===== src/rtl/csm_pkg.sv =====
// ----------------------------------------------------------------------------
// csm_pkg
// Shared types, constants and the case fold for the substring matcher.
// ----------------------------------------------------------------------------
package csm_pkg;

	localparam int unsigned CHAR_W        = 8;
	localparam int unsigned NEEDLE_BYTES_W = 64;
	localparam int unsigned NEEDLE_LEN_W  = 4;
	localparam int unsigned CFG_INDEX_W   = 1;
	localparam int unsigned CFG_DATA_W    = 64;

	localparam logic [CFG_INDEX_W-1:0] CFG_NEEDLE_BYTES  = 1'd0;
	localparam logic [CFG_INDEX_W-1:0] CFG_NEEDLE_LENGTH = 1'd1;

	localparam logic [CHAR_W-1:0] CHAR_UPPER_A = 8'h41;
	localparam logic [CHAR_W-1:0] CHAR_UPPER_Z = 8'h5a;
	localparam logic [CHAR_W-1:0] CASE_OFFSET  = 8'd32;

	typedef struct packed {
		logic              valid;
		logic [CHAR_W-1:0] text_lc;
		logic              last;
	} csm_stage_t;

	typedef struct packed {
		logic advance;
		logic found;
	} csm_status_t;

	function automatic logic [CHAR_W-1:0] fold_lower(input logic [CHAR_W-1:0] b);
		logic [CHAR_W-1:0] r;
		r = b;
		if (b >= CHAR_UPPER_A && b <= CHAR_UPPER_Z) begin
			r = b + CASE_OFFSET;
		end
		return r;
	endfunction

endpackage


===== src/rtl/csm_text_if.sv =====
// ----------------------------------------------------------------------------
// csm_text_if
// Text channel: one haystack byte per word with an end-of-text mark.
// ----------------------------------------------------------------------------
interface csm_text_if;
	logic                      valid;
	logic                      ready;
	logic [csm_pkg::CHAR_W-1:0] text_byte;
	logic                      end_of_text;

	modport source (output valid, output text_byte, output end_of_text, input ready);
	modport sink   (input valid, input text_byte, input end_of_text, output ready);
endinterface


===== src/rtl/csm_result_if.sv =====
// ----------------------------------------------------------------------------
// csm_result_if
// Result channel: sticky found flag and last mark, one word per text byte.
// ----------------------------------------------------------------------------
interface csm_result_if;
	logic valid;
	logic ready;
	logic found;
	logic is_last;

	modport source (output valid, output found, output is_last, input ready);
	modport sink   (input valid, input found, input is_last, output ready);
endinterface


===== src/rtl/csm_cfg_regs.sv =====
// ----------------------------------------------------------------------------
// csm_cfg_regs
// Needle registers and the effective needle length derived from them.
// ----------------------------------------------------------------------------
module csm_cfg_regs #(
	parameter int unsigned MAX_NEEDLE = 8,
	parameter int unsigned LEN_W = $clog2(MAX_NEEDLE + 1)
) (
	input  logic                                 clk,
	input  logic                                 arst_n,
	input  logic                                 cfg_we,
	input  logic [csm_pkg::CFG_INDEX_W-1:0]      cfg_index,
	input  logic [csm_pkg::CFG_DATA_W-1:0]       cfg_data,
	output logic [csm_pkg::NEEDLE_BYTES_W-1:0]   needle_bytes,
	output logic [LEN_W-1:0]                     needle_len
);

	logic [csm_pkg::NEEDLE_BYTES_W-1:0] needle_bytes_q;
	logic [csm_pkg::NEEDLE_LEN_W-1:0]   needle_length_q;
	logic [LEN_W-1:0]                   lim;
	logic                               zero_seen;

	always_ff @(posedge clk or negedge arst_n) begin
		if (!arst_n) begin
			needle_bytes_q  <= '0;
			needle_length_q <= '0;
		end else if (cfg_we) begin
			case (cfg_index)
				csm_pkg::CFG_NEEDLE_BYTES:  needle_bytes_q  <= cfg_data;
				csm_pkg::CFG_NEEDLE_LENGTH: needle_length_q <= cfg_data[csm_pkg::NEEDLE_LEN_W-1:0];
				default: ;
			endcase
		end
	end

	// clamp, then cut at the first zero byte
	always_comb begin
		if (32'(needle_length_q) > MAX_NEEDLE) begin
			lim = LEN_W'(MAX_NEEDLE);
		end else begin
			lim = LEN_W'(needle_length_q);
		end
		needle_len = lim;
		zero_seen  = 1'b0;
		for (int k = 0; k < MAX_NEEDLE; k++) begin
			if (!zero_seen && LEN_W'(k) < lim && needle_bytes_q[8*k +: 8] == '0) begin
				needle_len = LEN_W'(k);
				zero_seen  = 1'b1;
			end
		end
	end

	assign needle_bytes = needle_bytes_q;

endmodule


===== src/rtl/csm_input_stage.sv =====
// ----------------------------------------------------------------------------
// csm_input_stage
// Input register: fold the text byte to lower case and hold it for the core.
// ----------------------------------------------------------------------------
module csm_input_stage (
	input  logic                clk,
	input  logic                arst_n,
	csm_text_if.sink            text,
	input  csm_pkg::csm_status_t status,
	output csm_pkg::csm_stage_t  stage_s1
);

	logic                       valid_s1;
	logic [csm_pkg::CHAR_W-1:0] text_lc_s1;
	logic                       last_s1;

	assign text.ready = !valid_s1 || status.advance;

	always_ff @(posedge clk or negedge arst_n) begin
		if (!arst_n) begin
			valid_s1 <= 1'b0;
		end else if (text.ready) begin
			valid_s1 <= text.valid;
		end
	end

	always_ff @(posedge clk) begin
		if (text.valid && text.ready) begin
			text_lc_s1 <= csm_pkg::fold_lower(text.text_byte);
			last_s1    <= text.end_of_text;
		end
	end

	assign stage_s1.valid   = valid_s1;
	assign stage_s1.text_lc = text_lc_s1;
	assign stage_s1.last    = last_s1;

endmodule


===== src/rtl/csm_match_core.sv =====
// ----------------------------------------------------------------------------
// csm_match_core
// Window shift, parallel needle compare, sticky flag and result register.
// ----------------------------------------------------------------------------
module csm_match_core #(
	parameter int unsigned MAX_NEEDLE = 8,
	parameter int unsigned LEN_W = $clog2(MAX_NEEDLE + 1)
) (
	input  logic                               clk,
	input  logic                               arst_n,
	input  csm_pkg::csm_stage_t                stage_s1,
	input  logic [csm_pkg::NEEDLE_BYTES_W-1:0] needle_bytes,
	input  logic [LEN_W-1:0]                   needle_len,
	csm_result_if.source                       result,
	output csm_pkg::csm_status_t               status
);

	logic [csm_pkg::CHAR_W-1:0] window_q [MAX_NEEDLE];
	logic [csm_pkg::CHAR_W-1:0] win_next [MAX_NEEDLE];
	logic                       found_q;
	logic                       hit;
	logic                       out_valid_q;
	logic                       out_found_q;
	logic                       out_last_q;
	logic                       advance;
	logic                       found_next;

	assign advance = stage_s1.valid && (!out_valid_q || result.ready);

	always_comb begin
		win_next[0] = stage_s1.text_lc;
		for (int i = 1; i < MAX_NEEDLE; i++) begin
			win_next[i] = window_q[i-1];
		end
	end

	// needle byte k sits at window position len-1-k
	always_comb begin
		logic m;
		hit = (needle_len == '0);
		for (int l = 1; l <= MAX_NEEDLE; l++) begin
			m = 1'b1;
			for (int k = 0; k < l; k++) begin
				if (win_next[l-1-k] != needle_bytes[8*k +: 8]) begin
					m = 1'b0;
				end
			end
			if (needle_len == LEN_W'(l)) begin
				hit = m;
			end
		end
	end

	assign found_next = found_q || hit;

	always_ff @(posedge clk or negedge arst_n) begin
		if (!arst_n) begin
			found_q <= 1'b0;
			for (int i = 0; i < MAX_NEEDLE; i++) begin
				window_q[i] <= '0;
			end
		end else if (advance) begin
			found_q <= stage_s1.last ? 1'b0 : found_next;
			for (int i = 0; i < MAX_NEEDLE; i++) begin
				window_q[i] <= stage_s1.last ? '0 : win_next[i];
			end
		end
	end

	always_ff @(posedge clk or negedge arst_n) begin
		if (!arst_n) begin
			out_valid_q <= 1'b0;
		end else if (!out_valid_q || result.ready) begin
			out_valid_q <= stage_s1.valid;
		end
	end

	always_ff @(posedge clk) begin
		if (advance) begin
			out_found_q <= found_next;
			out_last_q  <= stage_s1.last;
		end
	end

	assign result.valid   = out_valid_q;
	assign result.found   = out_found_q;
	assign result.is_last = out_last_q;

	assign status.advance = advance;
	assign status.found   = found_q;

endmodule


===== src/rtl/case_insensitive_substring_match_top.sv =====
// ----------------------------------------------------------------------------
// case_insensitive_substring_match_top
// Streaming case-insensitive substring search over a byte-wide text channel.
// ----------------------------------------------------------------------------
// Usage:
//   text   : valid/ready channel, one haystack byte per word, end_of_text
//            marks the final byte of a string.
//   result : one word per text word, found (sticky within the string) and
//            is_last (copy of end_of_text).
//   cfg_*  : write port; index 0 loads the packed needle bytes, index 1 the
//            needle length. Write only while no text is in flight.
// From text accept to result valid a word passes an input register that
// folds the byte, then the window compare that loads the result register.
// Throughput is one word per cycle while the receiver keeps result.ready
// high. A result waiting on a stalled receiver does not block the
// input register from taking the next word; once both hold words, text.ready
// drops until result.ready returns. Reset clears the needle, the window,
// the found flag and both valid bits. After the last byte of a string the
// window and flag clear for the next string.
// ----------------------------------------------------------------------------
module case_insensitive_substring_match_top #(
	parameter int unsigned MAX_NEEDLE = 8
) (
	input  logic                            clk,
	input  logic                            arst_n,
	csm_text_if.sink                        text,
	csm_result_if.source                    result,
	input  logic                            cfg_we,
	input  logic [csm_pkg::CFG_INDEX_W-1:0] cfg_index,
	input  logic [csm_pkg::CFG_DATA_W-1:0]  cfg_data
);

	localparam int unsigned LEN_W = $clog2(MAX_NEEDLE + 1);

	logic [csm_pkg::NEEDLE_BYTES_W-1:0] needle_bytes;
	logic [LEN_W-1:0]                   needle_len;
	csm_pkg::csm_stage_t                stage_s1;
	csm_pkg::csm_status_t               status;

	csm_cfg_regs #(
		.MAX_NEEDLE (MAX_NEEDLE),
		.LEN_W      (LEN_W)
	) u_cfg (
		.clk          (clk),
		.arst_n       (arst_n),
		.cfg_we       (cfg_we),
		.cfg_index    (cfg_index),
		.cfg_data     (cfg_data),
		.needle_bytes (needle_bytes),
		.needle_len   (needle_len)
	);

	csm_input_stage u_in (
		.clk      (clk),
		.arst_n   (arst_n),
		.text     (text),
		.status   (status),
		.stage_s1 (stage_s1)
	);

	csm_match_core #(
		.MAX_NEEDLE (MAX_NEEDLE),
		.LEN_W      (LEN_W)
	) u_core (
		.clk          (clk),
		.arst_n       (arst_n),
		.stage_s1     (stage_s1),
		.needle_bytes (needle_bytes),
		.needle_len   (needle_len),
		.result       (result),
		.status       (status)
	);

`ifndef SYNTH
	a_accept_loads_s1: assert property (@(posedge clk) disable iff (!arst_n)
		text.valid && text.ready |=> stage_s1.valid)
		else $error("accepted text word not held in input register");

	a_advance_fills_out: assert property (@(posedge clk) disable iff (!arst_n)
		status.advance |=> result.valid)
		else $error("advanced word did not reach result register");

	a_last_clears_flag: assert property (@(posedge clk) disable iff (!arst_n)
		status.advance && stage_s1.last |=> !status.found)
		else $error("found flag not cleared after last byte");
`endif

endmodule


===== src/flat_wrapper.sv =====
// flat-port wrapper written by rule: the top's interface ports become plain ports
module case_insensitive_substring_match_top_flat 
#(
	parameter int unsigned MAX_NEEDLE = 8
)
  (clk, arst_n, cfg_we, cfg_index, cfg_data, text_valid, text_text_byte, text_end_of_text, text_ready, result_valid, result_found, result_is_last, result_ready);
  csm_text_if text_i ();
  csm_result_if result_i ();
  input  logic clk;
  input  logic arst_n;
  input  logic cfg_we;
  input  logic [csm_pkg::CFG_INDEX_W-1:0] cfg_index;
  input  logic [csm_pkg::CFG_DATA_W-1:0] cfg_data;
  input wire logic [$bits(text_i.valid)-1:0] text_valid;
  input wire logic [$bits(text_i.text_byte)-1:0] text_text_byte;
  input wire logic [$bits(text_i.end_of_text)-1:0] text_end_of_text;
  output wire logic [$bits(text_i.ready)-1:0] text_ready;
  output wire logic [$bits(result_i.valid)-1:0] result_valid;
  output wire logic [$bits(result_i.found)-1:0] result_found;
  output wire logic [$bits(result_i.is_last)-1:0] result_is_last;
  input wire logic [$bits(result_i.ready)-1:0] result_ready;
  assign text_i.valid = text_valid;
  assign text_i.text_byte = text_text_byte;
  assign text_i.end_of_text = text_end_of_text;
  assign text_ready = text_i.ready;
  assign result_valid = result_i.valid;
  assign result_found = result_i.found;
  assign result_is_last = result_i.is_last;
  assign result_i.ready = result_ready;
  case_insensitive_substring_match_top #(.MAX_NEEDLE(MAX_NEEDLE)) u_core (.clk(clk), .arst_n(arst_n), .text(text_i), .result(result_i), .cfg_we(cfg_we), .cfg_index(cfg_index), .cfg_data(cfg_data));
endmodule

===== config.mk =====
export PLATFORM = sky130hd
export DESIGN_NAME = case_insensitive_substring_match_top_flat
export DESIGN_NICKNAME = d
export VERILOG_FILES = /design/src/rtl/csm_pkg.sv /design/src/rtl/csm_text_if.sv /design/src/rtl/csm_result_if.sv /design/src/rtl/csm_cfg_regs.sv /design/src/rtl/csm_input_stage.sv /design/src/rtl/csm_match_core.sv /design/src/rtl/case_insensitive_substring_match_top.sv /design/src/flat_wrapper.sv
export SDC_FILE = /design/constraint.sdc
export NUM_CORES = 1
export LEC_CHECK = 0
export BUFFER_PORTS_ARGS = -buffer_cell sky130_fd_sc_hd__buf_4
export CORE_ASPECT_RATIO = 2
export CORE_MARGIN = 3
export CORE_UTILIZATION = 37
export CTS_BUF_LIST = sky130_fd_sc_hd__clkbuf_2
export DETAILED_ROUTE_END_ITERATION = 12
export SLEW_MARGIN = 25
export SYNTH_ARGS = -nofsm -noshare
export SYNTH_HDL_FRONTEND = slang
export SYNTH_SLANG_ARGS = --single-unit

===== constraint.sdc =====
create_clock -name clk -period 3.2 [get_ports clk]
set_input_delay 0 -clock clk [delete_from_list [all_inputs] [get_ports clk]]
set_output_delay 0 -clock clk [all_outputs]
set_load 0.02 [all_outputs]

==> flow_metrics.env <==
export IMPL_portBuffers=82
export IMPL_synthXorXnorAreaFrac_pct=27.3
export IMPL_die_h_microns=230
export IMPL_grt_setup_unrepaired="false"
export IMPL_dieWidth_microns=118
export IMPL_num_vias=8329
export IMPL_synth_area_leaders="dfrtp_1, xor2_1, xnor2_1"
export IMPL_track_usage_pct=30.1
export IMPL_ys_types=49
export IMPL_setup_viol_count_final=0
export IMPL_yosysWarnings=0
export IMPL_drt_wirelength_per_cell_microns=26.1
export IMPL_yosysTopAreaCell="dfrtp_1"
export IMPL_clk_latency_ns=0.88
export IMPL_p_int_mw=3.59
export IMPL_clkPwrFrac_pct=24.3
export IMPL_area_growth_pct=36.7
export IMPL_drive_above_1_share_pct=21.6
export IMPL_slew_headroom_pct=36.2
export IMPL_fmax_mhz=328
export IMPL_yosys_mux_area_fraction_pct=8.39
export IMPL_grt_busiest_layer="met2"
export IMPL_synth_seq_cells=138
export IMPL_cts_root_buf="clkbuf_2"
export IMPL_htree_levels=4
export IMPL_powerDensity_mw_per_mm2=454
export IMPL_slew_viol_final=0
export IMPL_ys_async_sr_fraction_pct=92.0
export IMPL_synthAdderAreaFrac_pct=0.135
export IMPL_p_switching_mw=2.16
export IMPL_vias_per_cell=5.35
export IMPL_seq_area_frac_synth_pct=37.9
export IMPL_place_hpwl_microns=29600
export IMPL_syn_num_nets=1036
export IMPL_core_area_sq_mm=0.0245
export IMPL_drc=0
export IMPL_grt_pass1_vias=8831
export IMPL_synth_simple_gate_area_share_pct=16.3
export IMPL_seq_power_share_pct=44.2
export IMPL_synth_compound_area_share_pct=5.39
export IMPL_ioPinCount=83
export IMPL_rows=81
export IMPL_drtIter0Drc=527
export IMPL_wl_microns=40600
export IMPL_ir_worst_vdd_v=0.000377
export IMPL_grt_max_degree=101
export IMPL_p_leak_nw=5.41
export IMPL_antenna_found_initial=2
export IMPL_use_met1_pct=30.6
export IMPL_path_max_fanout=6
export IMPL_netlist_area_sq_mm=0.00926
export IMPL_worst_pin_slew_ns=0.956
export IMPL_fin_crit_sh_pct=95.2
export IMPL_start_kind="flip-flop"
export IMPL_nets=1288
export IMPL_use_met3_pct=4.21
export IMPL_synth_most_common_cell="xor2_1"
export IMPL_worstPathRequired_ns=4.05
export IMPL_ant_nets=0
export IMPL_hp_class="input port to flip-flop"
export IMPL_ys_flop_type="dfrtp_1"
export IMPL_grt_overflow_total=0
export IMPL_die_area_sq_mm=0.0271
export IMPL_finalClockSkew_ns=0.0330
export IMPL_status="completed"
export IMPL_hold_violations=0
export IMPL_synth_cells=956
export IMPL_place_ws_ns=0.0612
export IMPL_synth_edff_count=11
export IMPL_crit_type="flip-flop to flip-flop"
export IMPL_clkTransAtPathRegs_ns=0.23
export IMPL_fin_ws_ns=0.153
export IMPL_endpoint_kind="flip-flop"
export IMPL_cts_sinks=138
export IMPL_avgSynthCellArea_sq_um=9.68
export IMPL_power_frac_comb_pct=31.5
export IMPL_switching_share_pct=37.6
export IMPL_min_period_ns=3.05
export IMPL_synth_top_cell_area_share_pct=34.3
export IMPL_critical_path_arrival_ns=3.90
export IMPL_grt_pass1_wl_microns=58700
export IMPL_synth_common_cells="xor2_1, dfrtp_1, xnor2_1"
export IMPL_start_util_pct=37.7
export IMPL_clk_path_buf_depth=2
export IMPL_use_met2_pct=54.6
export IMPL_gp_congestion=1.00
export IMPL_cts_tree="yes"
export IMPL_dr_pass1_iters=5
export IMPL_cap_violations=0
export IMPL_cts_made_buffers=17
export IMPL_final_setup_tns_ns=0
export IMPL_synth_top_family_by_area="XOR/XNOR gates"
## final timing paths
kind	start	to	slack, ns	cells past startpoint
worst max register to register	u_core.u_core.win_next[25]$_DFFE_PN0P_	u_core.u_core.found_q$_DFFE_PN0P_	0.15	9
max in group asynchronous	arst_n	u_core.u_cfg.needle_bytes[10]$_DFFE_PN0P_	2.66	4
worst min register to register	u_core.u_core.win_next[6]$_DFFE_PN0P_	u_core.u_core.win_next[6]$_DFFE_PN0P_	0.54	2
min in group asynchronous	arst_n	u_core.u_cfg.needle_bytes[29]$_DFFE_PN0P_	0.16	4
worst min-delay path	text_text_byte[6]	u_core.u_in.text_lc_s1[6]$_DFFE_PP_	0.14	4
worst max-delay path	u_core.u_core.win_next[25]$_DFFE_PN0P_	u_core.u_core.found_q$_DFFE_PN0P_	0.15	9
## critical path, cell delays in order, from the launching register on
cell and delay, ns:
dfrtp_1 0.76, xor2_1 0.16, nor4_1 0.67, nand4_1 0.18
nor4_1 0.39, buf_4 0.20, a22oi_1 0.13, o21ai_1 0.20
o21ai_0 0.11, o21ba_2 0.23
## cells by family (layout without fill, tap and decap cells)
group	after synthesis	after routing
muxes	69	69
DFF	138	138
adders and majority gates	1	1
buffers and inverters	109	374
AOI/OAI and AO/OA	86	86
other	0	4
xor gates and xnor gates	288	288
and+or+nand+nor	265	265
## registers in the layout (all words and copies together) (netlist names)
register and count:
u_core.u_core.result.is_last 1, u_core.u_in.text_lc_s1 8, u_core.u_core.found_q 1, u_core.u_core.win_next 56
u_core.u_in.last_s1 1, u_core.u_core.result.found 1, u_core.u_core.result.valid 1, u_core.u_cfg.needle_bytes 64
u_core.u_cfg.needle_length_q 4, u_core.u_in.valid_s1 1
## cell usage in the layout, fill, tap and decap left out, types with 3 or more instances in the layout
cell type | synthesis | final
a21oi_1 | 3 | 3
and3_1 | 3 | 3
buf_4 | 0 | 151
bufinv_16 | 0 | 6
clkbuf_2 | 0 | 17
clkinv_2 | 0 | 3
dfrtp_1 | 127 | 127
diode_2 | 0 | 4
dlygate4sd3_1 | 0 | 186
edfxtp_1 | 11 | 11
mux2_2 | 69 | 69
nand2_1 | 64 | 63
nand2b_1 | 62 | 62
nand3_1 | 8 | 8
nand4_1 | 33 | 33
nor2_1 | 5 | 5
nor3_1 | 4 | 4
nor4_1 | 67 | 67
o21ai_0 | 61 | 61
or4_1 | 6 | 6
xnor2_1 | 92 | 92
xor2_1 | 196 | 196
## layout make-up
type                       instances  area (sq um)
antenna                            4          10.0
inverter                           2          7.51
clock inverter                    15           245
fill                            2224         11900
multi-input combinational        709          5330
tap                              332           415
timing repair buffer             340          3050
sequential                       138          3510
clock buffer                      17          85.1
## metrics by stage
step                      total power [mW]  std cells  instance area [sq um]  hold slack (ns)  util (%)
after floorplan                       3.33        956                   9260           -0.296         -
after global placement                4.11       1331                  10400           0.0416      42.4
after detailed placement              4.10       1331                  10400           0.0438      42.4
after CTS                             5.73       1550                  12600           0.0429      51.5
after global routing                  5.98       1557                  12700           0.0552      51.6
final                                 5.75       1557                  12700            0.140      51.6
## power by group through the flow
stage	Clock [mW]	Sequential, mW	Combinational (mW)
after detailed placement	0	2.56	1.54
after CTS	1.43	2.53	1.78
final	1.40	2.54	1.81
after global routing	1.49	2.55	1.94
after floorplan	0	2.08	1.26
after global placement	0	2.56	1.55
## routing by layer
| metal | vias to the layer above | part of all wire (%) |
|---|---|---|
| li1 | 3742 | - |
| met1 | 4152 | 35 |
| met2 | 306 | 53 |
| met3 | 129 | 3.7 |
| met4 | 0 | 8.4 |
| met5 | - | 0 |
## timing repair
item | CTS | global route
resized for setup | 0 | 0
hold buffers | 187 | 0
setup buffers | 0 | 3
setup endpoints to repair | 0 | 2
hold endpoints to repair | 215 | 0
Power figures use the tool's default switching activity.
